===== src/sv/kecc_pkg.sv =====
// Shared constants and types for the key check-bit block.
// No dependencies.
`default_nettype none

package kecc_pkg;

    localparam int KEY_BITS    = 128;
    localparam int HALF_BITS   = 64;
    localparam int DATA_BITS   = 106;
    localparam int CHECK_BITS  = 21;
    localparam int ACC_BITS    = 24;
    localparam int WEIGHT_BITS = 7;
    localparam int CELL_BITS   = 8;
    localparam int NUM_CELLS   = (DATA_BITS + CELL_BITS - 1) / CELL_BITS;
    localparam int OUT_BITS    = 136;

    localparam logic [ACC_BITS-1:0]    ECC_POLY      = 24'h360325;
    localparam logic [WEIGHT_BITS-1:0] WANTED_WEIGHT = 7'd53;

    typedef struct packed {
        logic [ACC_BITS-1:0]    acc;
        logic                   par;
        logic [WEIGHT_BITS-1:0] weight;
    } cell_state_t;

endpackage

`default_nettype wire


===== src/sv/kecc_cell.sv =====
// One cell of the check-bit chain: folds up to CELL_BITS data bits into the
// accumulator, parity and weight, then registers them. Depends on kecc_pkg.
`default_nettype none

module kecc_cell #(
    parameter int FIRST_BIT = 0
) (
    input  wire logic                          clk,
    input  wire logic                          rst_n,
    input  wire logic                          advance,
    input  wire logic                          in_valid,
    input  wire logic [kecc_pkg::KEY_BITS-1:0] in_key,
    input  wire kecc_pkg::cell_state_t         in_st,
    output logic                               out_valid,
    output logic [kecc_pkg::KEY_BITS-1:0]      out_key,
    output kecc_pkg::cell_state_t              out_st
);
    import kecc_pkg::*;

    localparam int NB = (FIRST_BIT + CELL_BITS > DATA_BITS) ? (DATA_BITS - FIRST_BIT)
                                                             : CELL_BITS;

    logic                  valid_reg;
    logic [KEY_BITS-1:0]   key_reg;
    cell_state_t           st_reg;
    cell_state_t           st_next;

    always_comb
    begin
        logic [ACC_BITS-1:0]    acc;
        logic                   par;
        logic [WEIGHT_BITS-1:0] w;
        logic                   b;
        acc = in_st.acc;
        par = in_st.par;
        w   = in_st.weight;
        for (int i = 0; i < NB; i++)
        begin
            b      = in_key[FIRST_BIT + i];
            acc[0] = acc[0] ^ b;
            if (acc[0])
            begin
                acc = acc ^ ECC_POLY;
            end
            acc = acc >> 1;
            par = par ^ b;
            w   = w + {{(WEIGHT_BITS-1){1'b0}}, b};
        end
        st_next.acc    = acc;
        st_next.par    = par;
        st_next.weight = w;
    end

    always_ff @(posedge clk or negedge rst_n)
    begin
        if (!rst_n)
        begin
            valid_reg <= 1'b0;
        end
        else if (advance)
        begin
            valid_reg <= in_valid;
        end
    end

    always_ff @(posedge clk)
    begin
        if (advance)
        begin
            key_reg <= in_key;
            st_reg  <= st_next;
        end
    end

    assign out_valid = valid_reg;
    assign out_key   = key_reg;
    assign out_st    = st_reg;

endmodule

`default_nettype wire


===== src/sv/kecc_final.sv =====
// Output stage: places check and parity bits, compares with the input key,
// checks the weight and holds the word for the sink. Depends on kecc_pkg.
`default_nettype none

module kecc_final (
    input  wire logic                          clk,
    input  wire logic                          rst_n,
    input  wire logic                          in_valid,
    input  wire logic [kecc_pkg::KEY_BITS-1:0] in_key,
    input  wire kecc_pkg::cell_state_t         in_st,
    output logic                               advance,
    output logic                               out_valid,
    input  wire logic                          out_ready,
    output logic [kecc_pkg::OUT_BITS-1:0]      out_data
);
    import kecc_pkg::*;

    localparam int KEEP_HI = DATA_BITS - HALF_BITS;

    logic                  valid_reg;
    logic [OUT_BITS-1:0]   data_reg;
    logic [OUT_BITS-1:0]   data_next;
    logic [HALF_BITS-1:0]  coded_high;
    logic                  par_final;

    always_comb
    begin
        par_final  = in_st.par ^ (^in_st.acc[CHECK_BITS-1:0]);
        coded_high = {par_final, in_st.acc[CHECK_BITS-1:0], in_key[DATA_BITS-1:HALF_BITS]};
        data_next  = {6'b0,
                      (in_st.weight == WANTED_WEIGHT),
                      (coded_high == in_key[KEY_BITS-1:HALF_BITS]),
                      coded_high,
                      in_key[HALF_BITS-1:0]};
    end

    assign advance = !valid_reg || out_ready;

    always_ff @(posedge clk or negedge rst_n)
    begin
        if (!rst_n)
        begin
            valid_reg <= 1'b0;
        end
        else if (advance)
        begin
            valid_reg <= in_valid;
        end
    end

    always_ff @(posedge clk)
    begin
        if (advance)
        begin
            data_reg <= data_next;
        end
    end

    assign out_valid = valid_reg;
    assign out_data  = data_reg;

    if (KEEP_HI + CHECK_BITS + 1 != HALF_BITS)
    begin : g_bad_layout
        $error("coded_high layout mismatch");
    end

endmodule

`default_nettype wire


===== src/sv/key_ecc_check_bits_top.sv =====
// Top level of the key check-bit block: a chain of kecc_cell stages and the
// kecc_final output stage. Depends on kecc_pkg, kecc_cell, kecc_final.
//
//   channel   dir  word bits  contents
//   s_axis    in   128        key_low, key_high
//   m_axis    out  136        coded_low, coded_high, code_matches, weight_ok
//
// One word enters per cycle while m_axis is not stalled; each word passes through
// the 14 cells (8 data bits each, 2 in the last) and then the output register.
// Reset clears only the valid bits of the cells and the output register.
// A stall on m_axis freezes the whole chain; s_axis_tready follows at once.
`default_nettype none

module key_ecc_check_bits_top (
    input  wire logic         clk,
    input  wire logic         rst_n,
    input  wire logic         s_axis_tvalid,
    output logic              s_axis_tready,
    input  wire logic [127:0] s_axis_tdata,  // key_low[63:0], key_high[127:64]
    output logic              m_axis_tvalid,
    input  wire logic         m_axis_tready,
    output logic [135:0]      m_axis_tdata   // coded_low[63:0], coded_high[127:64],
                                             // code_matches[128], weight_ok[129], zeros
);
    import kecc_pkg::*;

    logic                valid_chain [NUM_CELLS+1];
    logic [KEY_BITS-1:0] key_chain   [NUM_CELLS+1];
    cell_state_t         st_chain    [NUM_CELLS+1];
    logic                advance;

    assign valid_chain[0] = s_axis_tvalid;
    assign key_chain[0]   = s_axis_tdata;
    assign st_chain[0]    = '0;

    for (genvar g = 0; g < NUM_CELLS; g++)
    begin : g_cell
        kecc_cell #(
            .FIRST_BIT (g * CELL_BITS)
        ) u_cell (
            .clk       (clk),
            .rst_n     (rst_n),
            .advance   (advance),
            .in_valid  (valid_chain[g]),
            .in_key    (key_chain[g]),
            .in_st     (st_chain[g]),
            .out_valid (valid_chain[g+1]),
            .out_key   (key_chain[g+1]),
            .out_st    (st_chain[g+1])
        );
    end

    kecc_final u_final (
        .clk       (clk),
        .rst_n     (rst_n),
        .in_valid  (valid_chain[NUM_CELLS]),
        .in_key    (key_chain[NUM_CELLS]),
        .in_st     (st_chain[NUM_CELLS]),
        .advance   (advance),
        .out_valid (m_axis_tvalid),
        .out_ready (m_axis_tready),
        .out_data  (m_axis_tdata)
    );

    assign s_axis_tready = advance;

endmodule

`default_nettype wire


===== config.mk =====
export PLATFORM = sky130hd
export DESIGN_NAME = key_ecc_check_bits_top
export DESIGN_NICKNAME = d
export VERILOG_FILES = /design/src/sv/kecc_pkg.sv /design/src/sv/kecc_cell.sv /design/src/sv/kecc_final.sv /design/src/sv/key_ecc_check_bits_top.sv
export SDC_FILE = /design/constraint.sdc
export NUM_CORES = 2
export LEC_CHECK = 0
export ABC_CLOCK_PERIOD_IN_PS = 60500
export BUFFER_PORTS_ARGS = -buffer_cell sky130_fd_sc_hd__buf_4
export CORE_MARGIN = 10
export CORE_UTILIZATION = 55
export CTS_BUF_LIST = sky130_fd_sc_hd__clkbuf_8 sky130_fd_sc_hd__clkbuf_16
export DETAILED_ROUTE_END_ITERATION = 10
export GPL_ROUTABILITY_DRIVEN = 0
export PLACE_DENSITY = 0.74
export SYNTH_ARGS = -nofsm -noshare
export SYNTH_HDL_FRONTEND = slang
export SYNTH_SLANG_ARGS = --single-unit

===== constraint.sdc =====
create_clock -name clk -period 60.5 [get_ports clk]
set_clock_uncertainty 0.1 [all_clocks]
set_input_delay 9.075 -clock clk [delete_from_list [all_inputs] [get_ports clk]]
set_output_delay 9.075 -clock clk [all_outputs]
set_load 0.1 [all_outputs]

=== After elaboration in Yosys (flattened, before gate mapping) ===
Cells that the tools add are included.

* Bits in registers: 2343
* Input bits: 132
* Output and inout port bits: 138
* Logic and storage cells: 605

* Add/sub/neg operators: 105
* Eq/ne operators: 2
* Multiplexer cells: 106
* Bitwise gates (word level): 317
* Reduce and logical (&&, ||, !) cells: 3

{| class="wikitable"
|+ Operator list
! kind !! count
|-
| 22-bit 2-to-1 mux || 106
|-
| 7-bit by 1-bit adder with 7-bit output || 104
|-
| 9-bit inverter || 79
|-
| 8-bit inverter with 9-bit output || 26
|-
| 1-bit bitwise XOR || 211
|-
| 22-bit == test || 1
|-
| 21-bit parity || 1
|-
| 1-bit inverter with 9-bit output || 1
|-
| 7-bit by 6-bit == test with 1-bit output (second input constant) || 1
|-
| 1-bit by 1-bit adder with 2-bit output || 1
|-
| 1-bit zero test || 1
|-
| 1-bit logical OR || 1
|}

=== Longest topological paths before layout ===
* Word-level depth: 24
* Gate-level depth with buffers: 12
* Depth with buffers taken out: 12

=== By module ===
A second synthesis with hierarchy kept.

* Cells, all modules: 3746
* Area total of the unflattened synthesis: 83874.2 um^2

{| class="wikitable"
|+ By module, submodules not included
! module !! times used !! cells an instance !! area each (um^2) !! seq. area each (um^2)
|-
| kecc_cell at g_cell[3].u_cell ... || 7 || 258 || 5684.2 || 4739.5
|-
| kecc_cell at g_cell[10].u_cell ... || 3 || 258 || 5703.0 || 4739.5
|-
| kecc_cell at g_cell[0].u_cell ... || 2 || 257 || 5796.8 || 4739.5
|-
| kecc_cell at g_cell[12].u_cell || 1 || 259 || 5835.6 || 4739.5
|-
| kecc_cell at g_cell[13].u_cell || 1 || 199 || 5096.1 || 4769.6
|-
| kecc_final || 1 || 193 || 4446.8 || 3928.8
|-
| key_ecc_check_bits_top || 1 || 1 || 3.8 || 0.0
|}

=== Least setup slack after synthesis ===
Ideal clock, no wire load.

* Kind: input-to-output
* Start: input m_axis_tready
* End: output s_axis_tready
* Arrival: 54.500 ns
* Data required time: 51.325 ns
* Setup slack: -3.175 ns
* Stages: 4
* Buffers on the path: 2
* Cell sequence: nor2b_1 clkbuf_1 clkbuf_1 inv_1

* Longest elaborated chain between the ends: 1

{| class="wikitable"
|+ RTL lines
! element !! RTL line !! RTL
|-
| start: declaration || key_ecc_check_bits_top.sv:21 || <nowiki>input wire logic m_axis_tready,</nowiki>
|-
| 1-bit logical OR || kecc_final.sv:37 || <nowiki>assign advance = !valid_reg || out_ready;</nowiki>
|-
| end: declaration || key_ecc_check_bits_top.sv:18 || <nowiki>output logic s_axis_tready,</nowiki>
|}

No other way between the ends.

=== Final worst setup path ===
Same ends and word-level chain as after synthesis.

==> key figures <==
Critical path
  • Setup CP Type: in2out
  • Setup crit end kind: output port
  • Critical Path End: s_axis_tready
  • Crit path depth: 5
  • Flop2flop setup slack: 53.54 ns
  • Startpoint class of the critical path: primary input
  • Req. time, crit path: 51.33 ns
  • Reg-to-reg endpoint: g_cell[1].u_cell.out_key[10]
  • CP max FO: 11
  • Worst Reg2Reg Path Length in Cells: 10
  • Crit-path slowest cell: nor2b_1
  • Crit-path max cell delay: 0.41 ns
  • CP Data Arrival Time: 10.23 ns
  • CP dominant cell by count: buf_4
  • CP delay by family, top: buffers and inverters
  • CP Cell Sequence: buf_4 > nor2b_1 > buf_6 > clkinvlp_4 > buf_4
  • Reg2reg start: u_final.out_valid
  • Crit path from: m_axis_tready
  • Buffers and inverters on the worst path: 4

Timing
  • Worst slew pin tran: 1.21 ns
  • Relative slew slack: 19.4%
  • # setup viols final: 0
  • Final max-slew violation count: 0
  • Max Fclk: 0.0515 GHz
  • WHS: 0.306 ns
  • Worst setup margin: 41.09 ns
  • Tcrit/Tclk final: 32.1%
  • Setup TNS: 0 ns
  • Final hold viol count: 0
  • RSZ-0062 raised after global routing: false
  • Min Clock Period, post-route: 19.41 ns

CTS
  • Root Buffer: clkbuf_16
  • Post-CTS setup buffers: 0
  • CTS Buf Count: 215
  • Clock Latency Late Sink: 0.82 ns
  • Clock-pin slew on the worst setup and hold paths: 0.06 ns
  • Post-CTS sizing: 0
  • Post-CTS Hold Buffers: 0
  • CTS tree: built
  • Clock Sink Count: 2334
  • H-tree levels: 4
  • Clock buffer depth: 3

Detailed routing
  • Final WL: 110000 um
  • DRT Pass-1 Iters: 5
  • Vias: 30200
  • First DRT Iteration DRCs: 2451
  • Residual DRC: 0
  • Routed len/inst: 17.6 um
  • Vias per inst: 4.84
  • Post-route ant nets: 0

Layout
  • Most common cell after layout, fill and taps aside: edfxtp_1
  • Syn-to-layout area delta: 14.0%
  • Final Cell Area: 93500 um2
  • Layout cell share with drive strength beyond 1: 15.0%
  • Nets: 4414
  • ANT cells: 0
  • Most frequent cells in the layout: edfxtp_1, xnor2_1, buf_4, inv_1, clkbuf_16

Logic synthesis
  • Ys flop type: edfxtp_1
  • Largest family of logic cells by synthesized area: XOR/XNOR gates
  • Mux contribution to synthesized area: 0.204%
  • Adder-cell share of the synthesized area: 2.76%
  • YS warnings: 0
  • Post-synth cell types: 37
  • Area of the mapped netlist: 82000 um2
  • Post-synth EDFFs: 2319
  • Seq/Total Area, Yosys: 85.4%
  • Complex-gate fraction of the synthesized area: 0.363%
  • Post-Synthesis Cells: 3642
  • FFs w/ async S/R, synth: 0.643%
  • Synth Area in Simple Gates: 0.535%
  • Syn avg cell area: 22.5 um2
  • Seq cells post-synth: 2334
  • Post-synthesis xor/xnor area fraction: 9.92%

Floorplan
  • Area of the core: 148000 um2
  • Initial Utilization: 55.4%
  • I/O Pins: 270
  • Die Ht: 406 um
  • Cell Rows: 141
  • DIE WIDTH: 406 um
  • Full die area: 165000 um2

Global routing
  • Vias in the first global route: 30500
  • Total track usage: 13.4%
  • Largest net degree at the start of global routing: 221
  • Initial antenna violation count: 1
  • Grt ovf: 0
  • First-pass GRT wire length: 171000 um

Hold path
  • Hold_sp: g_cell[7].u_cell.out_key[39]
  • Hold Path Cell Cnt: 0
  • Worst min-delay path category: reg2reg

Placed design
  • DP Area: 86600 um2
  • Pre-CTS setup slack: 40.40 ns
  • Post-DP HPWL: 68500 um
  • IO Port Bufs: 263

Flow run
  • Max-cap violations: 0

Outcome
  • Status: finished clean
-- cell families (layout without fill, tap and decap cells) --
group,Yosys count,after routing
AOI/OAI and AO/OA,51,51
xor gates and xnor gates,829,829
adders and majority gates,142,142
buffers and inverters,179,849
DFF,2334,2334
muxes,15,15
other,1,6
and+or+nand+nor,91,91
-- cell type report --
| type | instances | area (um2) |
|---|---|---|
| timing repair buffer | 287 | 2210 |
| fill | 9722 | 54500 |
| clock buffer | 215 | 5380 |
| inverter | 168 | 634 |
| sequential | 2334 | 70000 |
| multi-input combinational | 1134 | 11300 |
| tap | 1930 | 2410 |
| clock inverter | 179 | 1530 |
-- how the worst min path moves through the flow --
stage                                                end
after floorplan             g_cell[10].u_cell.out_key[0]
after global placement      g_cell[8].u_cell.out_key[15]
after detailed placement  g_cell[10].u_cell.out_key[111]
after CTS                   g_cell[8].u_cell.out_key[39]
after global routing        g_cell[2].u_cell.out_key[72]
final                       g_cell[8].u_cell.out_key[39]
-- worst reg2reg max path: cells and delay by family (launching register included) --
family / cells / cell delay, ns
DFF: 1 / 0.39
buffers and inverters: 9 / 5.80
and+or+nand+nor: 1 / 0.22
-- sequential cells by signal (all words and copies together), names as in the netlist --
register and count:
g_cell.u_cell.out_valid 14, u_final.out_valid 1, g_cell.u_cell.out_key 1792, g_cell.u_cell.out_st 397, u_final.out_data 130
-- synth_stat cells, drive strengths merged (4+ instances only) --
| cell | instances | share of area (%) |
|---|---|---|
| edfxtp | 2319 | 85 |
| xnor2 | 586 | 6.6 |
| xor2 | 209 | 2.4 |
| inv | 168 | 0.77 |
| ha | 77 | 1.2 |
| fa | 65 | 1.6 |
| nand2 | 25 | 0.11 |
| nor2 | 24 | 0.11 |
| xnor3 | 24 | 0.67 |
| o21ai | 23 | 0.14 |
| nor2b | 17 | 0.13 |
| dfrtp | 15 | 0.46 |
| mux2 | 14 | 0.19 |
| a21oi | 11 | 0.067 |
| nand3 | 10 | 0.061 |
| xor3 | 10 | 0.30 |
| a21boi | 9 | 0.082 |
| a21o | 8 | 0.073 |
| buf | 6 | 0.055 |
| clkbuf | 5 | 0.023 |
| nand2b | 4 | 0.031 |
| nand4 | 4 | 0.031 |
-- per-stage QoR --
step                util [%]  std cells
floorplan                  -       3647
global placement        58.5       5852
detailed placement      58.5       5852
CTS                     63.2       6246
global route            63.2       6247
finish                  63.2       6247
-- per-layer routing --
metal / vias up / global-route usage [%] / routed length [um]
met3: 196 / 3.32 / 6840
met2: 685 / 19.6 / 49100
li1: 14600 / - / -
met1: 14800 / 20.0 / 51500
met5: - / 0 / 0
met4: 0 / 4.09 / 2400
Power is not shown: default switching activity piles up to over one toggle a cycle in this logic, so the estimate is an artifact.
